## config.mk

```make
export PLATFORM = sky130hd
export DESIGN_NAME = timer_multiplexer_min_heap_core
export DESIGN_NICKNAME = d
export VERILOG_FILES = /design/src/hdl/tmmh_pkg.sv /design/src/hdl/tmmh_front.sv /design/src/hdl/tmmh_back.sv /design/src/hdl/timer_multiplexer_min_heap_core.sv
export SDC_FILE = /design/constraint.sdc
export NUM_CORES = 2
export LEC_CHECK = 0
export BUFFER_PORTS_ARGS = -buffer_cell sky130_fd_sc_hd__buf_2
export CORE_UTILIZATION = 55
export CTS_CLUSTER_DIAMETER = 40
export CTS_CLUSTER_SIZE = 14
export DETAILED_ROUTE_END_ITERATION = 7
export GPL_TIMING_DRIVEN = 0
export PLACE_DENSITY = 0.73
export SYNTH_ARGS = -nofsm -noshare
export SYNTH_HDL_FRONTEND = slang
export SYNTH_SLANG_ARGS = --single-unit
```

## constraint.sdc

```tcl
create_clock -name clk -period 10.6 [get_ports clk]
set_clock_uncertainty 0.15 [all_clocks]
set_input_delay 2.12 -clock clk [delete_from_list [all_inputs] [get_ports clk]]
set_output_delay 2.12 -clock clk [all_outputs]
set_load 0.02 [all_outputs]
```

## src/hdl/tmmh_pkg.sv

```systemverilog
// ----------------------------------------------------------------------------
// tmmh_pkg
// shared types, constants and helpers for the timer multiplexer
// ----------------------------------------------------------------------------
package tmmh_pkg;

    localparam int SLOTS  = 16;
    localparam int IDX_W  = $clog2(SLOTS);
    localparam int CNT_W  = $clog2(SLOTS + 1);
    localparam int QDEPTH = 2;
    localparam int QPTR_W = $clog2(QDEPTH);
    localparam int QCNT_W = $clog2(QDEPTH + 1);

    localparam logic       OP_ARM    = 1'b0;
    localparam logic       OP_EXPIRE = 1'b1;

    localparam logic [2:0] KIND_FIRE     = 3'd0;
    localparam logic [2:0] KIND_PROGRAM  = 3'd1;
    localparam logic [2:0] KIND_ACCEPTED = 3'd2;
    localparam logic [2:0] KIND_REJECTED = 3'd3;
    localparam logic [2:0] KIND_IDLE     = 3'd4;

    typedef struct packed {
        logic        operation;
        logic [31:0] timeout;
        logic [7:0]  callback_handle;
    } req_t;

    typedef struct packed {
        logic [2:0]  kind;
        logic [7:0]  fired_handle;
        logic [31:0] delay_ms;
        logic        last;
    } rsp_t;

    // classified request handed from front to back
    typedef struct packed {
        logic        is_arm;
        logic [31:0] timeout;
        logic [7:0]  handle;
    } cmd_t;

    typedef enum logic [3:0] {
        ST_IDLE,
        ST_REJECT,
        ST_ARM_SCAN,
        ST_ARM_DONE,
        ST_EXP_START,
        ST_EXP_SCAN,
        ST_EXP_DECIDE,
        ST_FIRE
    } back_state_t;

    function automatic logic [47:0] sat_add48(input logic [47:0] a, input logic [47:0] b);
        logic [48:0] s;
        s = {1'b0, a} + {1'b0, b};
        return s[48] ? 48'hFFFF_FFFF_FFFF : s[47:0];
    endfunction

    // delay from now to an expiry, clamped at zero and saturated at 32 bits
    function automatic logic [31:0] delay_to(input logic [47:0] expiry,
                                             input logic [47:0] now);
        logic [47:0] d;
        d = expiry - now;
        if (expiry <= now)
            return 32'd0;
        if (|d[47:32])
            return 32'hFFFF_FFFF;
        return d[31:0];
    endfunction

endpackage

```

## src/hdl/tmmh_front.sv

```systemverilog
// ----------------------------------------------------------------------------
// tmmh_front
// takes requests, classifies them and holds them in a short queue
// ----------------------------------------------------------------------------
module tmmh_front (
    input  logic           clk,
    input  logic           rst_n,
    input  logic           req_valid,
    output logic           req_ready,
    input  tmmh_pkg::req_t req,
    output logic           cmd_valid,
    output tmmh_pkg::cmd_t cmd,
    input  logic           cmd_pop
);
    import tmmh_pkg::*;

    cmd_t              q_mem [QDEPTH];
    logic [QPTR_W-1:0] wr_ptr_reg, wr_ptr_next;
    logic [QPTR_W-1:0] rd_ptr_reg, rd_ptr_next;
    logic [QCNT_W-1:0] cnt_reg, cnt_next;
    logic              push, pop;
    cmd_t              cls;

    assign req_ready = (cnt_reg != QCNT_W'(QDEPTH));
    assign push      = req_valid && req_ready;
    assign pop       = cmd_pop && cmd_valid;
    assign cmd_valid = (cnt_reg != '0);
    assign cmd       = q_mem[rd_ptr_reg];

    always_comb
    begin
        cls.is_arm  = (req.operation == OP_ARM);
        cls.timeout = req.timeout;
        cls.handle  = req.callback_handle;
    end

    always_comb
    begin
        wr_ptr_next = wr_ptr_reg;
        rd_ptr_next = rd_ptr_reg;
        cnt_next    = cnt_reg;
        if (push)
            wr_ptr_next = (wr_ptr_reg == QPTR_W'(QDEPTH - 1)) ? '0 : wr_ptr_reg + 1'b1;
        if (pop)
            rd_ptr_next = (rd_ptr_reg == QPTR_W'(QDEPTH - 1)) ? '0 : rd_ptr_reg + 1'b1;
        if (push && !pop)
            cnt_next = cnt_reg + 1'b1;
        else if (pop && !push)
            cnt_next = cnt_reg - 1'b1;
    end

    always_ff @(posedge clk or negedge rst_n)
    begin
        if (!rst_n)
        begin
            wr_ptr_reg <= '0;
            rd_ptr_reg <= '0;
            cnt_reg    <= '0;
        end
        else
        begin
            wr_ptr_reg <= wr_ptr_next;
            rd_ptr_reg <= rd_ptr_next;
            cnt_reg    <= cnt_next;
        end
    end

    always_ff @(posedge clk)
    begin
        if (push)
            q_mem[wr_ptr_reg] <= cls;
    end

endmodule

```

## src/hdl/tmmh_back.sv

```systemverilog
// ----------------------------------------------------------------------------
// tmmh_back
// timer store, earliest-entry scan sequencer and result register
// ----------------------------------------------------------------------------
module tmmh_back (
    input  logic           clk,
    input  logic           rst_n,
    input  logic           cmd_valid,
    input  tmmh_pkg::cmd_t cmd,
    output logic           cmd_pop,
    output logic           rsp_valid,
    input  logic           rsp_ready,
    output tmmh_pkg::rsp_t rsp
);
    import tmmh_pkg::*;

    logic [47:0] exp_mem  [SLOTS];
    logic [7:0]  hand_mem [SLOTS];
    logic [15:0] arr_mem  [SLOTS];

    back_state_t state_reg, state_next;
    logic [CNT_W-1:0] count_reg, count_next;
    logic [CNT_W-1:0] scan_reg, scan_next;
    logic [15:0] arrival_reg, arrival_next;
    logic [47:0] now_reg, now_next;
    logic [31:0] pd_reg, pd_next;
    logic [47:0] new_exp_reg, new_exp_next;
    logic [7:0]  new_hand_reg, new_hand_next;
    logic        early_reg, early_next;
    logic [IDX_W-1:0] best_idx_reg, best_idx_next;
    logic [47:0] best_exp_reg, best_exp_next;
    logic [15:0] best_arr_reg, best_arr_next;
    logic [7:0]  best_hand_reg, best_hand_next;
    logic        rsp_valid_reg, rsp_valid_next;
    rsp_t        rsp_reg, rsp_next;

    logic [IDX_W-1:0] rd_idx;
    logic [47:0] rd_exp;
    logic [15:0] rd_arr;
    logic [7:0]  rd_hand;
    logic [15:0] arr_diff;
    logic        rd_before;
    logic        can_emit;
    logic [CNT_W-1:0] last_cnt;

    logic             wr_en;
    logic [IDX_W-1:0] wr_idx;
    logic [47:0]      wr_exp;
    logic [7:0]       wr_hand;
    logic [15:0]      wr_arr;

    assign rsp_valid = rsp_valid_reg;
    assign rsp       = rsp_reg;
    assign can_emit  = !rsp_valid_reg || rsp_ready;
    assign last_cnt  = count_reg - 1'b1;

    // single shared read port into the store
    always_comb
    begin
        unique case (state_reg)
            ST_ARM_SCAN,
            ST_EXP_SCAN:   rd_idx = scan_reg[IDX_W-1:0];
            ST_EXP_DECIDE: rd_idx = last_cnt[IDX_W-1:0];
            default:       rd_idx = '0;
        endcase
    end

    assign rd_exp    = exp_mem[rd_idx];
    assign rd_arr    = arr_mem[rd_idx];
    assign rd_hand   = hand_mem[rd_idx];
    assign arr_diff  = rd_arr - best_arr_reg;
    assign rd_before = (rd_exp < best_exp_reg) ||
                       ((rd_exp == best_exp_reg) && arr_diff[15]);

    always_comb
    begin
        state_next     = state_reg;
        count_next     = count_reg;
        scan_next      = scan_reg;
        arrival_next   = arrival_reg;
        now_next       = now_reg;
        pd_next        = pd_reg;
        new_exp_next   = new_exp_reg;
        new_hand_next  = new_hand_reg;
        early_next     = early_reg;
        best_idx_next  = best_idx_reg;
        best_exp_next  = best_exp_reg;
        best_arr_next  = best_arr_reg;
        best_hand_next = best_hand_reg;
        rsp_valid_next = rsp_valid_reg && !rsp_ready;
        rsp_next       = rsp_reg;
        cmd_pop        = 1'b0;
        wr_en          = 1'b0;
        wr_idx         = '0;
        wr_exp         = new_exp_reg;
        wr_hand        = new_hand_reg;
        wr_arr         = arrival_reg;

        unique case (state_reg)
            ST_IDLE:
            begin
                if (cmd_valid)
                begin
                    cmd_pop = 1'b1;
                    if (cmd.is_arm)
                    begin
                        new_exp_next  = sat_add48(now_reg, {16'd0, cmd.timeout});
                        new_hand_next = cmd.handle;
                        early_next    = 1'b1;
                        scan_next     = '0;
                        if (count_reg == CNT_W'(SLOTS))
                            state_next = ST_REJECT;
                        else
                            state_next = ST_ARM_SCAN;
                    end
                    else
                    begin
                        now_next   = sat_add48(now_reg, {16'd0, pd_reg});
                        state_next = ST_EXP_START;
                    end
                end
            end

            ST_REJECT:
            begin
                if (can_emit)
                begin
                    rsp_valid_next = 1'b1;
                    rsp_next       = '{KIND_REJECTED, 8'd0, 32'd0, 1'b1};
                    state_next     = ST_IDLE;
                end
            end

            ST_ARM_SCAN:
            begin
                if (scan_reg == count_reg)
                    state_next = ST_ARM_DONE;
                else
                begin
                    if (rd_exp < new_exp_reg)
                        early_next = 1'b0;
                    scan_next = scan_reg + 1'b1;
                end
            end

            ST_ARM_DONE:
            begin
                if (can_emit)
                begin
                    wr_en          = 1'b1;
                    wr_idx         = count_reg[IDX_W-1:0];
                    count_next     = count_reg + 1'b1;
                    arrival_next   = arrival_reg + 1'b1;
                    rsp_valid_next = 1'b1;
                    if (early_reg)
                    begin
                        pd_next  = delay_to(new_exp_reg, now_reg);
                        rsp_next = '{KIND_PROGRAM, 8'd0, delay_to(new_exp_reg, now_reg), 1'b1};
                    end
                    else
                        rsp_next = '{KIND_ACCEPTED, 8'd0, 32'd0, 1'b1};
                    state_next = ST_IDLE;
                end
            end

            ST_EXP_START:
            begin
                if (count_reg == '0)
                begin
                    if (can_emit)
                    begin
                        rsp_valid_next = 1'b1;
                        rsp_next       = '{KIND_IDLE, 8'd0, 32'd0, 1'b1};
                        state_next     = ST_IDLE;
                    end
                end
                else
                begin
                    best_idx_next  = '0;
                    best_exp_next  = rd_exp;
                    best_arr_next  = rd_arr;
                    best_hand_next = rd_hand;
                    scan_next      = CNT_W'(1);
                    state_next     = ST_EXP_SCAN;
                end
            end

            ST_EXP_SCAN:
            begin
                if (scan_reg == count_reg)
                    state_next = ST_EXP_DECIDE;
                else
                begin
                    if (rd_before)
                    begin
                        best_idx_next  = scan_reg[IDX_W-1:0];
                        best_exp_next  = rd_exp;
                        best_arr_next  = rd_arr;
                        best_hand_next = rd_hand;
                    end
                    scan_next = scan_reg + 1'b1;
                end
            end

            ST_EXP_DECIDE:
            begin
                if (best_exp_reg > now_reg)
                begin
                    if (can_emit)
                    begin
                        pd_next        = delay_to(best_exp_reg, now_reg);
                        rsp_valid_next = 1'b1;
                        rsp_next       = '{KIND_PROGRAM, 8'd0,
                                           delay_to(best_exp_reg, now_reg), 1'b1};
                        state_next     = ST_IDLE;
                    end
                end
                else
                begin
                    // move the last live entry into the freed slot
                    wr_en      = 1'b1;
                    wr_idx     = best_idx_reg;
                    wr_exp     = rd_exp;
                    wr_hand    = rd_hand;
                    wr_arr     = rd_arr;
                    count_next = last_cnt;
                    state_next = (best_hand_reg != 8'd0) ? ST_FIRE : ST_EXP_START;
                end
            end

            ST_FIRE:
            begin
                if (can_emit)
                begin
                    rsp_valid_next = 1'b1;
                    rsp_next       = '{KIND_FIRE, best_hand_reg, 32'd0, 1'b0};
                    state_next     = ST_EXP_START;
                end
            end

            default:
                state_next = ST_IDLE;
        endcase
    end

    always_ff @(posedge clk or negedge rst_n)
    begin
        if (!rst_n)
        begin
            state_reg     <= ST_IDLE;
            count_reg     <= '0;
            arrival_reg   <= '0;
            now_reg       <= '0;
            pd_reg        <= '0;
            rsp_valid_reg <= 1'b0;
        end
        else
        begin
            state_reg     <= state_next;
            count_reg     <= count_next;
            arrival_reg   <= arrival_next;
            now_reg       <= now_next;
            pd_reg        <= pd_next;
            rsp_valid_reg <= rsp_valid_next;
        end
    end

    always_ff @(posedge clk)
    begin
        scan_reg      <= scan_next;
        new_exp_reg   <= new_exp_next;
        new_hand_reg  <= new_hand_next;
        early_reg     <= early_next;
        best_idx_reg  <= best_idx_next;
        best_exp_reg  <= best_exp_next;
        best_arr_reg  <= best_arr_next;
        best_hand_reg <= best_hand_next;
        rsp_reg       <= rsp_next;
    end

    always_ff @(posedge clk)
    begin
        if (wr_en)
        begin
            exp_mem[wr_idx]  <= wr_exp;
            hand_mem[wr_idx] <= wr_hand;
            arr_mem[wr_idx]  <= wr_arr;
        end
    end

endmodule

```

## src/hdl/timer_multiplexer_min_heap_core.sv

```systemverilog
// ----------------------------------------------------------------------------
// timer_multiplexer_min_heap_core
// many logical one-shot timers sharing one hardware one-shot timer
// ----------------------------------------------------------------------------
// req channel: arm (timeout, callback_handle) or expiry requests, valid/ready
// rsp channel: kind, fired_handle, delay_ms, last; last marks the final
//   response of a request, an expiry request may give several fire responses
// a two-entry request queue lets requests be taken while the sequencer works
// an arm does a linear scan of the live timers in the store, a rejected arm
//   does none; an expiry advances the clock, then per removed timer scans the
//   store and emits a fire (none for handle zero), then rescans to program the
//   next delay or answers idle when the store is empty; all scans go through
//   the single-port store in the sequencer
// a response is held in the output register until rsp_ready; while it is
//   held the sequencer waits once it has a next response to give, but the request queue keeps filling
// reset empties the queue and the store, zeroes the software clock, the
//   arrival counter and the programmed delay
// ----------------------------------------------------------------------------
module timer_multiplexer_min_heap_core (
    input  logic           clk,
    input  logic           rst_n,
    input  logic           req_valid,
    output logic           req_ready,
    input  tmmh_pkg::req_t req,
    output logic           rsp_valid,
    input  logic           rsp_ready,
    output tmmh_pkg::rsp_t rsp
);
    import tmmh_pkg::*;

    logic cmd_valid;
    logic cmd_pop;
    cmd_t cmd;

    tmmh_front u_front (
        .clk       (clk),
        .rst_n     (rst_n),
        .req_valid (req_valid),
        .req_ready (req_ready),
        .req       (req),
        .cmd_valid (cmd_valid),
        .cmd       (cmd),
        .cmd_pop   (cmd_pop)
    );

    tmmh_back u_back (
        .clk       (clk),
        .rst_n     (rst_n),
        .cmd_valid (cmd_valid),
        .cmd       (cmd),
        .cmd_pop   (cmd_pop),
        .rsp_valid (rsp_valid),
        .rsp_ready (rsp_ready),
        .rsp       (rsp)
    );

endmodule

```

==> reports/qor.yml <==
place.gp.congestion: 0.9786
drt_iter0_markers: 5827
synth-edff-count: 1416
cts_max_level: 4
min_from: "u_back.pd_reg[21]"
postSynthAreaPerCell_um2: 14.55
regMostFlops: "u_back.exp_mem"
startpoint: "u_back.state_reg[3]"
max_freq_ghz: 0.09982
numClockSinks: 1526
startpoint_type: "flip-flop"
hold_buffers: 0
synth_cells: 4914
fillers: 9160
p_sw_mw: 8.772
fin_ws_ns: 0.5823
seqPwrFrac_pct: 34.5
die_w_um: 362.5
vias_per_cell: 6.512
worstMarginPinSlew_ns: 1.456
r2r-start: "u_back.state_reg[3]"
antenna_found_initial: 3
io_pins: 91
drc: 0
syn_nets: 5238
num_rows: 131
met2WireLength_mm: 104.2
cts_setup_buffers: 0
topRoutingLayerUsed: "met5"
worstSetupPathType: "reg2reg"
comb_power_share_pct: 38.1
area_delta_synth_final_pct: 14.87
hpwl_mm: 154.5
root_buffer: "clkbuf_16"
dp_slack_ns: 0.8491
dr.pass1.iters: 8
regArea_um2: 45270
largest_register_ffs: 768
initial_core_util_pct: 55.76
hold_ws_ns: 0.3469
p_int_mw: 14.29
hold_viol_final: 0
period_needed_ns: 10.02
insertion_delay_ns: 0.83
drv_cap: 0
hold_class: "reg2reg"
die_h_um: 362.5
ys_seq_area_share_pct: 63.34
met3_length_mm: 19.33
slew_headroom_pct: 2.927
required_ns: 11.00
synthFlopType: "edfxtp_1"
p_leak_nw: 29.12
clkPwrFrac_pct: 27.4
clkTransAtPathRegs_ns: 0.06
post_cts_resized: 0
p_per_area_nw_per_um2: 280.8
synth-seq-cells: 1526
switching_share_pct: 38.04
yosys_warnings: 0
critPathCaptureType: "flip-flop"
drtAntennaViolNets: 0
nets: 5609
postSynth.asyncResetShare_pct: 7.208
die_area_um2: 131400
grt_pass1_wl_mm: 311.2
final_cell_mix: "edfxtp_1 (1416), nand2_1 (431), mux4_2 (288)"
cp_data_arrival_time_ns: 10.42
multi_input_area_um2: 24640
irDropWorstVdd_mv: 0.1856
syn_area_um2: 71470
gr-total-overflow: 0
routed_wl_mm: 215.9
cts_tree: "yes"
route.layer.met1.wl_mm: 81.20
utilization_pct: 64.06
rsz0062_at_grt: "no"
slew_viol_final: 0
status: "finished, final reports clean"
grt_pass1_vias: 46200
reg.largest.list: "u_back.exp_mem (768), u_back.arr_mem (256), u_back.hand_mem (128)"
setup_viol: 0
track_usage_pct: 32.99
final_common_cell: "edfxtp_1"
core_um2: 128200
detail_route.wl_per_cell_um: 30.14
synthDistinctLibCells: 83
fin_crit_sh_pct: 94.51
portBuffers: 90
drive_gt1_share_pct: 17.38
crit_fanout: 28
clockBufferDepth: 3
vias: 46650
grt_max_degree: 65
cts_buffers: 178
-- logic make-up after synthesis --
| kind of cell | after synthesis | synth area share (%) |
|---|---|---|
| other | 1 | 0.005247 |
| AOI/OAI and AO/OA | 1027 | 9.535 |
| buffers and inverters | 445 | 2.423 |
| xor gates and xnor gates | 169 | 2.071 |
| muxes | 370 | 10.35 |
| adders and majority gates | 279 | 4.926 |
| DFF | 1526 | 63.34 |
| and+or+nand+nor | 1097 | 7.352 |
-- Yosys cell counts, types with 27 or more instances --
library cell | instances | area share, %
xnor2_1 | 101 | 1.2
o21a_1 | 35 | 0.37
xor2_1 | 68 | 0.83
edfxtp_1 | 1416 | 59
a31oi_1 | 108 | 0.95
o21ai_0 | 175 | 1.2
mux2_2 | 69 | 1.1
o22a_1 | 33 | 0.40
nor4_1 | 29 | 0.25
mux4_2 | 288 | 9.1
nand2_1 | 431 | 2.3
a211oi_1 | 87 | 0.91
nor2b_1 | 109 | 0.95
nand4_1 | 68 | 0.60
nand2b_1 | 32 | 0.28
buf_2 | 40 | 0.28
buf_1 | 27 | 0.14
nor3_1 | 60 | 0.42
o21bai_1 | 28 | 0.29
ha_1 | 275 | 4.8
inv_1 | 212 | 1.1
a21oi_1 | 239 | 1.7
nand3_1 | 103 | 0.72
clkbuf_1 | 163 | 0.86
dfrtp_1 | 110 | 3.9
nor2_1 | 157 | 0.82
a21o_1 | 111 | 1.2
-- stage by stage --
step	cell area [um^2]	power, mW	instances	TNS (ns)
floorplan	71470	13.59	4914	0
global placement	74090	16.42	6733	-3306.30
detailed placement	75860	16.60	6824	0
CTS	82030	22.94	7152	0
global route	82100	24.02	7162	0
finish	82110	23.06	7164	0
-- worst paths after layout --
| kind | slack, ns | to | cells past startpoint |
|---|---|---|---|
| min | 0.35 | u_back.pd_reg[21] | 2 |
| max in group asynchronous | 8.30 | u_back.count_reg[4] | 2 |
| max | 0.58 | u_back.best_exp_reg[39] | 20 |
| min reg2reg | 0.35 | u_back.pd_reg[21] | 2 |
| max reg2reg | 0.58 | u_back.best_exp_reg[39] | 20 |
| min in group asynchronous | 1.17 | u_back.now_reg[33] | 1 |
-- critical path, cell delays in order, from the launching register on --
cell and delay, ns:
dfrtp_1 0.32, clkbuf_1 0.40, nor2_1 0.15, nand2_1 0.45
a2bb2oi_1 1.04, clkbuf_1 0.82, clkbuf_1 0.87, clkbuf_1 0.85
nand2_1 0.15, a31oi_1 0.93, ha_1 0.26, nand4_1 0.14
nor2_1 0.17, nand2_1 0.14, or3_1 0.42, or3_1 0.45
nor3_1 0.65, a2111oi_0 0.37, o21ai_0 0.43, o21ai_4 0.28
buf_12 0.25
-- power groups by stage --
stage	Combinational [mW]	Clock (mW)	Sequential, mW
global route	9.45	6.60	7.98
finish	8.79	6.33	7.95
global placement	8.29	0	8.13
CTS	8.62	6.37	7.95
detailed placement	8.53	0	8.07
floorplan	5.62	0	7.97
-- cell type report --
type	instances	area share, %
Clock buffer	208	5.637
Buffer	232	1.137
Multi-Input combinational cell	2943	30.01
Antenna cell	2	0.006096
Tap cell	1729	2.635
Sequential cell	1526	55.14
Inverter	213	0.9738
Timing Repair Buffer	191	2.581
Clock inverter	120	1.882
-- layer usage --
layer / global-route usage [%] / vias up
met5: 0 / -
met1: 42.77 / 23480
met4: 16.03 / 2
met3: 5.832 / 478
li1: - / 20050
met2: 54.01 / 2640
(Power assumes the default switching activity.)
